$ cat src/hdl/spd_pkg.sv
package spd_pkg;

   localparam int MAX_BARS   = 64;
   localparam int ADDR_W     = $clog2(MAX_BARS);
   localparam int CNT_W      = ADDR_W + 1;
   localparam int PRICE_W    = 32;
   localparam int WIN_W      = 5;
   localparam int PER_W      = 7;
   localparam int WSUM_W     = WIN_W + 1;
   localparam int SUM_W      = PRICE_W + WSUM_W;
   localparam int DEN_W      = PRICE_W + WSUM_W;
   localparam int NUM_W      = SUM_W + 10;
   localparam int STR_W      = 7;
   localparam int QBIT_W     = 3;
   localparam int RESULT_CAP = 64;
   localparam int SCALE      = 1000;
   localparam int CSR_IDX_W  = 2;
   localparam int CSR_DATA_W = 7;

   localparam logic [STR_W-1:0] STR_MAX = STR_W'(100);

   localparam logic [1:0] KIND_HIGH = 2'd0;
   localparam logic [1:0] KIND_LOW  = 2'd1;
   localparam logic [1:0] KIND_NONE = 2'd2;

   localparam logic [CSR_IDX_W-1:0] CSR_LEFT   = 2'd0;
   localparam logic [CSR_IDX_W-1:0] CSR_RIGHT  = 2'd1;
   localparam logic [CSR_IDX_W-1:0] CSR_PERIOD = 2'd2;

   typedef struct packed {
      logic [PRICE_W-1:0] bar_high;
      logic [PRICE_W-1:0] bar_low;
      logic [PRICE_W-1:0] bar_close;
      logic               last_bar;
   } req_type;

   typedef struct packed {
      logic [1:0]         swing_kind;
      logic [PRICE_W-1:0] swing_price;
      logic [ADDR_W-1:0]  bar_position;
      logic [STR_W-1:0]   strength;
      logic               broken;
      logic               last_result;
   } rsp_type;

   typedef enum logic [3:0] {
      OP_IDLE,
      OP_SETUP,
      OP_RD_PRICE,
      OP_GET_PRICE,
      OP_TEST_RD,
      OP_TEST_CMP,
      OP_STR_MUL,
      OP_STR_CHK,
      OP_STR_DIV,
      OP_BRK_INIT,
      OP_BRK_RD,
      OP_BRK_CMP,
      OP_EMIT,
      OP_NEXT,
      OP_FINISH
   } dp_op_type;

   typedef struct packed {
      dp_op_type op;
      logic      load;
   } dp_cmd_type;

   typedef struct packed {
      logic scan_none;
      logic k_done;
      logic side;
      logic test_fail;
      logic str_short;
      logic div_done;
      logic j_done;
      logic close_beyond;
      logic out_free;
      logic pend_valid;
      logic cap_hit;
      logic kind_low;
      logic idx_last;
   } dp_status_type;

endpackage

$ cat src/hdl/spd_controller.sv
module spd_controller (
   input  logic                  clock,
   input  logic                  reset,
   input  logic                  req_valid,
   input  logic                  req_last,
   output logic                  req_ready,
   output spd_pkg::dp_cmd_type   cmd,
   input  spd_pkg::dp_status_type status
);
   import spd_pkg::*;

   typedef enum logic [3:0] {
      S_IDLE, S_SETUP, S_RD_PRICE, S_GET_PRICE, S_TEST_RD, S_TEST_CMP,
      S_STR_MUL, S_STR_CHK, S_STR_DIV, S_BRK_INIT, S_BRK_RD, S_BRK_CMP,
      S_EMIT, S_NEXT, S_FINISH
   } state_type;

   state_type state_ff, state_in;

   always_comb begin
      state_in = state_ff;
      unique case (state_ff)
         S_IDLE: begin
            if (req_valid && req_last) state_in = S_SETUP;
         end
         S_SETUP: begin
            state_in = status.scan_none ? S_FINISH : S_RD_PRICE;
         end
         S_RD_PRICE:  state_in = S_GET_PRICE;
         S_GET_PRICE: state_in = S_TEST_RD;
         S_TEST_RD: begin
            if (!status.k_done) state_in = S_TEST_CMP;
            else if (status.side) state_in = S_STR_MUL;
         end
         S_TEST_CMP: begin
            state_in = status.test_fail ? S_NEXT : S_TEST_RD;
         end
         S_STR_MUL: state_in = S_STR_CHK;
         S_STR_CHK: begin
            state_in = status.str_short ? S_BRK_INIT : S_STR_DIV;
         end
         S_STR_DIV: begin
            if (status.div_done) state_in = S_BRK_INIT;
         end
         S_BRK_INIT: state_in = S_BRK_RD;
         S_BRK_RD: begin
            state_in = status.j_done ? S_EMIT : S_BRK_CMP;
         end
         S_BRK_CMP: begin
            state_in = status.close_beyond ? S_EMIT : S_BRK_RD;
         end
         S_EMIT: begin
            if (!status.pend_valid || status.out_free)
               state_in = status.cap_hit ? S_FINISH : S_NEXT;
         end
         S_NEXT: begin
            if (status.kind_low && status.idx_last) state_in = S_FINISH;
            else state_in = S_RD_PRICE;
         end
         S_FINISH: begin
            if (status.out_free) state_in = S_IDLE;
         end
         default: state_in = S_IDLE;
      endcase
   end

   always_ff @(posedge clock) begin
      if (reset) begin
         state_ff <= S_IDLE;
      end else begin
         state_ff <= state_in;
      end
   end

   assign req_ready = (state_ff == S_IDLE);

   always_comb begin
      cmd.load = (state_ff == S_IDLE) && req_valid;
      unique case (state_ff)
         S_IDLE:      cmd.op = OP_IDLE;
         S_SETUP:     cmd.op = OP_SETUP;
         S_RD_PRICE:  cmd.op = OP_RD_PRICE;
         S_GET_PRICE: cmd.op = OP_GET_PRICE;
         S_TEST_RD:   cmd.op = OP_TEST_RD;
         S_TEST_CMP:  cmd.op = OP_TEST_CMP;
         S_STR_MUL:   cmd.op = OP_STR_MUL;
         S_STR_CHK:   cmd.op = OP_STR_CHK;
         S_STR_DIV:   cmd.op = OP_STR_DIV;
         S_BRK_INIT:  cmd.op = OP_BRK_INIT;
         S_BRK_RD:    cmd.op = OP_BRK_RD;
         S_BRK_CMP:   cmd.op = OP_BRK_CMP;
         S_EMIT:      cmd.op = OP_EMIT;
         S_NEXT:      cmd.op = OP_NEXT;
         S_FINISH:    cmd.op = OP_FINISH;
         default:     cmd.op = OP_IDLE;
      endcase
   end

endmodule

$ cat config.mk
export PLATFORM = sky130hd
export DESIGN_NAME = spd_controller
export DESIGN_NICKNAME = d
export VERILOG_FILES = /design/src/hdl/spd_pkg.sv /design/src/hdl/spd_controller.sv
export SDC_FILE = /design/constraint.sdc
export NUM_CORES = 1
export LEC_CHECK = 0
export BUFFER_PORTS_ARGS = -buffer_cell sky130_fd_sc_hd__buf_4
export CAP_MARGIN = 30
export CORE_MARGIN = 1.5
export CORE_UTILIZATION = 40
export DETAILED_ROUTE_END_ITERATION = 8
export PLACE_DENSITY = 0.66
export SLEW_MARGIN = 20
export SYNTH_ARGS = -nofsm -noshare
export SYNTH_HDL_FRONTEND = slang
export SYNTH_SLANG_ARGS = --single-unit
$ cat constraint.sdc
create_clock -name clock -period 2.9 [get_ports clock]
set_input_delay 0.435 -clock clock [delete_from_list [all_inputs] [get_ports clock]]
set_output_delay 0.435 -clock clock [all_outputs]
set_load 0.02 [all_outputs]
Word-level counts from Yosys, hierarchy flattened --
Memory sizes are Yosys's and may differ from the RTL's. A register that Yosys moved wholly into a read port is not among the register bits. Cells that the tools add are included.
Cells by class: equal/unequal tests 19, div/mod/pow operators 0, $mul 0, reductions and logical operators 7, bitwise gates (word level) 0, multiplexer cells 16, add/sub/neg operators 0, $lt $le $gt $ge 0, shift-type cells 0
Operators by type and width (count):
- $pmux 4 s15 | 1
- $mux 4 | 11
- $eq 4x4->1 const B | 7
- $eq 4x3->1 const B | 4
- $eq 4x2->1 const B | 2
- $mux 3 | 2
- $ne 2x2->1 const B | 3
- $reduce_and 5->1 | 1
- $eq 4x1->1 const B | 1
- $logic_not 4->1 | 1
- $logic_and 1x1->1 | 3
- $ne 3x3->1 const B | 1
- $mux 2 | 1
- $ne 2x1->1 const B | 1
- $logic_not 1->1 | 1
- $logic_or 1x1->1 | 1
- $mux 1 | 1
Storage, ports and cells: bits in latches 0, word-level logic and storage cells 44, bits in writable memories 0, ROM bits 64, bits in registers 4, output and inout port bits 6, memories kept 1, input bits 17
Memories:
- (name not given) | depth 16, bits a word 4, read ports 1, clocked after Yosys merged registers in 1, wr ports 0, line spd_controller.sv:79 | unique case (state_ff)

Logic depth before layout (Yosys ltp) --
Gate-level depths: netlist of the first run.
word-level depth 6, depth in mapped cells 6, depth with buffers taken out 4

Least setup slack after synthesis of the first run --
Ideal clock, no wire load.
kind register to output, from register state_ff[1], to output cmd[0] (netlist name), required time 2.465 ns, path slack 0.820 ns, data arrival time 1.645 ns, path buffers 2, cell stages (with the launch flop) 5, cell sequence dfxtp_1 buf_6 buf_2 nor4_1 and2_1
RTL lines:
- from (decl) | line spd_controller.sv:18 | state_type state_ff, state_in;
- from (signal assigned) | line spd_controller.sv:71 | state_ff <= state_in;
- to (decl) | line spd_controller.sv:7 | output spd_pkg::dp_cmd_type cmd,

==> flow_metrics.env, run 1 <==
export IMPL_synthArstFlopShare_pct=0
export IMPL_port_buffers=22
export IMPL_dp_slack_ns=1.25
export IMPL_yosysMostFrequentCell="dfxtp_1"
export IMPL_grt_max_degree=20
export IMPL_synth_area_leaders="dfxtp_1, a221oi_1, a32oi_4"
export IMPL_tns_ns=0
export IMPL_synth_flop_cell="dfxtp_1"
export IMPL_synth_edf_count=0
export IMPL_fp_dieH_um=41.4
export IMPL_setup_slack_ns=1.05
export IMPL_ant_nets=0
export IMPL_firstDrtPassIters=5
export IMPL_synth_distinct_cells=38
export IMPL_dp_hpwl_mm=1.02
export IMPL_reg2reg_depth=4
export IMPL_cp_top_family="simple AND/OR/NAND/NOR gates"
export IMPL_synth_cells=67
export IMPL_whs_path_depth=2
export IMPL_vias=605
export IMPL_drv_cap=0
export IMPL_clk_pin_slew_ns=0.05
export IMPL_finClkSkew_ns=0.00143
export IMPL_path_buf_inv=1
export IMPL_clockRootBuffer="clkbuf_4"
export IMPL_vdd_drop_max_mv=0.443
export IMPL_grt_pass1_wl_mm=2.27
export IMPL_rsz0062_at_grt="false"
export IMPL_worstSetupPathType="reg2out"
export IMPL_synth_warning_count=0
export IMPL_synth_seq_cells=8
export IMPL_syn_area_um2=591
export IMPL_hp_class="in2reg"
export IMPL_cp_start_kind="flip-flop"
export IMPL_ctsHoldBuffers=0
export IMPL_htreeDepth=1
export IMPL_max_freq_mhz=542
export IMPL_cp_arrival_ns=1.41
export IMPL_dieArea_mm2=0.00172
export IMPL_row_count=13
export IMPL_avgSynthCellArea_um2=8.81
export IMPL_wl_mm=1.37
export IMPL_finalHoldViolCount=0
export IMPL_grt_pass1_vias=548
export IMPL_seq_area_um2=160
export IMPL_worst_setup_path_end_kind="primary output"
export IMPL_grt_ovfl_total=0
export IMPL_synth_top_area_cell="dfxtp_1"
export IMPL_finalCriticalPeriod_ns=1.85
export IMPL_cts_made_buffers=3
export IMPL_cts_resized=0
export IMPL_core_area_mm2=0.00133
export IMPL_gp_congestion=0.729
export IMPL_leakage_nw=0.296
export IMPL_drtIter0Drc=7
export IMPL_post_route_cells_drive_above_1_share_pct=37.9
export IMPL_max_stage_delay_ns=0.48
export IMPL_worst_pin_slew_ns=0.574
export IMPL_viasPerCell=5.93
export IMPL_antenna_found_initial=0
export IMPL_cts_sinks=8
export IMPL_pin_count=23
export IMPL_relSlewSlack_pct=61.7
export IMPL_antenna_cells=0
export IMPL_clock_path_buffers=2
export IMPL_die_w_um=41.4
export IMPL_grt_total_usage_pct=16.6
export IMPL_route_detailed_drc=0
export IMPL_clock_latency_ns=0.25
export IMPL_nets=106
export IMPL_yosysSeqAreaShare_pct=27.1
export IMPL_start_util_pct=44.3
export IMPL_drv_slew=0
export IMPL_p_per_area_mw_per_mm2=891
export IMPL_cp_num_cells=3
export IMPL_post_cts_buffers=0
export IMPL_crit_fanout=19
export IMPL_yosys_top_cells_count="dfxtp_1, nor2_1, a21oi_1"
export IMPL_avgRoutedWirePerCell_um=13.5
export IMPL_fillers=141
export IMPL_cts_tree="yes"
export IMPL_synth_nets=84
export IMPL_syn2layout_area_growth_pct=28.2
export IMPL_finalSetupViolCount=0
export IMPL_cpMaxStageDelayCell="dfxtp_1"
export IMPL_fin_crit_sh_pct=63.7
export IMPL_multiInputGateArea_um2=379
export IMPL_status="completed"
export IMPL_required_ns=2.47
export IMPL_synth_top_area_share_pct=27.1
export IMPL_crit_path_cell_trace="nor4_1 > and2_1 > buf_4"
cells in the final DEF (no fill, tap or decap), drive strengths merged:
master	n
and3b	1
and4bb	1
a2bb2oi	1
nand2	2
a311oi	1
and2	2
nand3b	2
o32ai	2
a22o	1
o21ai	4
nor4	1
o22ai	3
mux2	1
clkbuf	3
nand4b	1
or2	1
nor2	6
inv	3
nand3	2
nand4bb	1
o2bb2ai	1
and2b	1
buf	22
a21oi	5
a32oi	1
nor4b	1
nand2b	2
nor3	1
a221oi	4
a211oi	1
a21boi	1
dfxtp	8
cell families after synthesis:
family,share of synthesized area (%)
DFF,27.1
buffers and inverters,8.69
and+or+nand+nor,28.8
muxes,1.91
AOI/OAI and AO/OA,33.5
metal layers:
layer  part of all wire [%]  global-route usage [%]
met3                    5.2                    6.52
met4                      0                       0
met2                     50                    27.5
met5                      0                       0
met1                     45                    21.7
metrics by stage:
step | total power, mW | hold slack (ns) | instances | utilization [%] | instance area, um2
6_report | 0.674 | 0.409 | 102 | 56.8 | 757
5_1_grt | 0.728 | 0.412 | 102 | 56.8 | 757
4_1_cts | 0.682 | 0.400 | 102 | 56.8 | 757
3_5_place_dp | 0.595 | 0.666 | 99 | 55.1 | 734
3_3_place_gp | 0.592 | 0.665 | 99 | 55.1 | 734
2_1_floorplan | 0.501 | 0.514 | 67 | - | 591
layout make-up:
class / count / area share, %
Timing Repair Buffer: 22 / 21.8
Tap cell: 15 / 2.48
Multi-Input combinational cell: 51 / 50.1
Sequential cell: 8 / 21.2
Clock buffer: 3 / 2.98
Inverter: 3 / 1.49
registers in the layout, indices dropped and copies added, names as in the netlist:
signal and count:
cmd 4, state_ff 4
where the power goes:
group / switching [mW] / internal [mW]
Combinational: 0.189 / 0.184
Sequential: 0.0725 / 0.146
Clock: 0.0358 / 0.0472
Total: 0.297 / 0.377
worst paths after layout:
path	startpoint	to	slack (ns)
hold reg to reg	state_ff[2]$_SDFFE_PP0N_	state_ff[2]$_SDFFE_PP0N_	0.76
setup / recovery	state_ff[1]$_SDFFE_PP0N_	cmd[0]	1.05
hold / removal	reset	state_ff[1]$_SDFFE_PP0N_	0.41
setup reg to reg	state_ff[1]$_SDFFE_PP0N_	cmd[3]$_DFF_P_	1.23
(Power assumes the default switching activity.)
==> inputs of run 2 (changes only) <==
--- a/config.mk
+++ b/config.mk
@@ -10,7 +10,7 @@
 export CORE_MARGIN = 1.5
 export CORE_UTILIZATION = 40
 export DETAILED_ROUTE_END_ITERATION = 8
-export PLACE_DENSITY = 0.66
+export PLACE_DENSITY = 0.68
 export SLEW_MARGIN = 20
 export SYNTH_ARGS = -nofsm -noshare
 export SYNTH_HDL_FRONTEND = slang
==> constraint.sdc (replaced) <==
create_clock -name clock -period 1.6 [get_ports clock]
set_input_delay 0.24 -clock clock [delete_from_list [all_inputs] [get_ports clock]]
set_output_delay 0.24 -clock clock [all_outputs]
set_load 0.02 [all_outputs]
==> run 2 against run 1 <==
Against the previous run:
- register-to-register slack worse by 1.1 ns
- clock skew is 0.0012 ns lower
- sequential share of layout area fell by 1.2 points
- clock power is 76% higher
- cell count increased by 7.8%
- largest power group unchanged
- routed wire length rose by 3.2%
- first-iteration DRC count is 86% higher
- hold slack got worse by 0.21 ns
- global-route usage shrank 0.58 points
==> flow_metrics.env, run 2 (synthesized netlist as in run 1, its figures left out) <==
export IMPL_dieArea_mm2=0.00172
export IMPL_layout_commonest_cell="buf_4"
export IMPL_clockRootBuffer="clkbuf_4"
export IMPL_final_cell_mix="buf_4, nor2_1, a21oi_1"
export IMPL_leakage_nw=0.351
export IMPL_clock_latency_ns=0.24
export IMPL_grt_total_usage_pct=16.0
export IMPL_grt_pass1_wl_mm=2.18
export IMPL_cp_startpoint="state_ff[1]$_SDFFE_PP0N_"
export IMPL_viasPerCell=5.71
export IMPL_max_freq_mhz=649
export IMPL_finalSetupViolCount=0
export IMPL_r2r_start="state_ff[2]$_SDFFE_PP0N_"
export IMPL_fillers=129
export IMPL_dp_cells=103
export IMPL_vdd_drop_max_mv=0.864
export IMPL_reg2reg_depth=5
export IMPL_clock_path_buffers=2
export IMPL_cp_start_kind="flip-flop"
export IMPL_htreeDepth=1
export IMPL_gp_congestion=0.773
export IMPL_grtUsageMet2_pct=24.7
export IMPL_vias=628
export IMPL_cp_arrival_ns=1.30
export IMPL_finalHoldViolCount=0
export IMPL_cts_sinks=8
export IMPL_place_area_um2=779
export IMPL_antenna_found_initial=0
export IMPL_drv_cap=0
export IMPL_grt_busiest_layer="met2"
export IMPL_r2r_end="cmd[3]$_DFF_P_"
export IMPL_grt_ovfl_total=0
export IMPL_wl_mm=1.42
export IMPL_cts_made_buffers=3
export IMPL_finalCriticalPeriod_ns=1.54
export IMPL_firstDrtPassIters=4
export IMPL_cpMaxStageDelayCell="dfxtp_4"
export IMPL_cp_num_cells=4
export IMPL_worst_setup_path_end_kind="primary output"
export IMPL_die_w_um=41.4
export IMPL_avgRoutedWirePerCell_um=12.9
export IMPL_status="completed"
export IMPL_start_util_pct=44.3
export IMPL_grt_util_met1_pct=21.5
export IMPL_required_ns=1.36
export IMPL_r2r_slack_ns=0.09
export IMPL_syn2layout_area_growth_pct=44.3
export IMPL_grt_max_degree=14
export IMPL_stdcell_count=110
export IMPL_p_per_area_mw_per_mm2=1640
export IMPL_relSlewSlack_pct=74.5
export IMPL_cp_top_family="simple AND/OR/NAND/NOR gates"
export IMPL_fin_crit_sh_pct=96.4
export IMPL_ant_nets=0
export IMPL_dp_hpwl_mm=1.09
export IMPL_core_area_mm2=0.00133
export IMPL_clk_pin_slew_ns=0.05
export IMPL_path_buf_inv=2
export IMPL_fin_area_um2=852
export IMPL_drtIter0Drc=13
export IMPL_crit_path_cell_trace="buf_4 > nor4_4 > and2_4 > buf_6"
export IMPL_max_stage_delay_ns=0.37
export IMPL_min_from="reset"
export IMPL_gr_usage_met3_pct=5.22
export IMPL_endpoint="cmd[0]"
export IMPL_cts_tree="yes"
export IMPL_row_count=13
export IMPL_pin_count=23
export IMPL_drv_slew=0
export IMPL_grt_pass1_vias=545
export IMPL_crit_fanout=9
export IMPL_route_detailed_drc=0
export IMPL_ctsHoldBuffers=0
export IMPL_worst_pin_slew_ns=0.382
export IMPL_antenna_cells=0
export IMPL_port_buffers=22
export IMPL_finClkSkew_ns=0.000188
export IMPL_worstSetupPathType="reg2out"
export IMPL_nets=114
export IMPL_fp_dieH_um=41.4
export IMPL_post_route_cells_drive_above_1_share_pct=49.5
export IMPL_hp_class="in2reg"
==> run 2: how the worst min path moves through the flow <==
stage | end | slack, ns | cells after the start
2_1_floorplan | cmd[2]$_DFF_P_ | 0.32 | 1
3_3_place_gp | cmd[2]$_DFF_P_ | 0.47 | 2
3_5_place_dp | state_ff[1]$_SDFFE_PP0N_ | 0.47 | 2
4_1_cts | state_ff[1]$_SDFFE_PP0N_ | 0.20 | 2
5_1_grt | state_ff[1]$_SDFFE_PP0N_ | 0.20 | 2
6_report | state_ff[1]$_SDFFE_PP0N_ | 0.20 | 2
==> run 2: routing by layer <==
layer	share of wire (%)	vias up
li1	-	318
met3	5.1	2
met4	0.71	0
met1	48	288
met2	46	20
met5	0	-
==> run 2: repair_timing <==
action,in CTS,in global routing
pin swaps,0,2
endpoints found under the setup margin,1,1
gates resized for setup,2,7
buffers inserted,0,5
gates cloned,0,0
==> run 2: power breakdown <==
part	total (mW)	leakage, nW	internal (mW)	switching (mW)
clock	0.146	0.0138	0.0853	0.0606
combinational	0.896	0.269	0.461	0.435
sequential	0.359	0.0676	0.279	0.0802
total	1.40	0.351	0.825	0.576
==> run 2: worst reg2reg max path, cell delays in order (launching register included) <==
cell and delay (ns):
dfxtp_4 0.41, buf_4 0.15, and4bb_1 0.31, a32oi_4 0.10, and2_2 0.23, o32ai_1 0.22
==> run 2: final cells by class <==
type	count	area, um2	area share, %
clock buffer	3	22.5	2.64
inverter	3	11.3	1.32
multi-input combinational	51	397	46.5
sequential	8	170	20.0
tap	15	18.8	2.20
timing repair buffer	30	233	27.3
==> run 2: through the flow <==
step                      worst slack (ns)  setup TNS, ns  hold slack (ns)  utilization, %  power, mW
final                               0.0580              0            0.202            63.9       1.40
after global placement              0.0683              0            0.472            58.4       1.16
after detailed placement            0.0752              0            0.472            58.4       1.16
after global routing              -0.00513       -0.00513            0.201            63.9       1.50
after floorplan                      0.125              0            0.319               -      0.949
after CTS                          0.00854              0            0.199            60.3       1.32
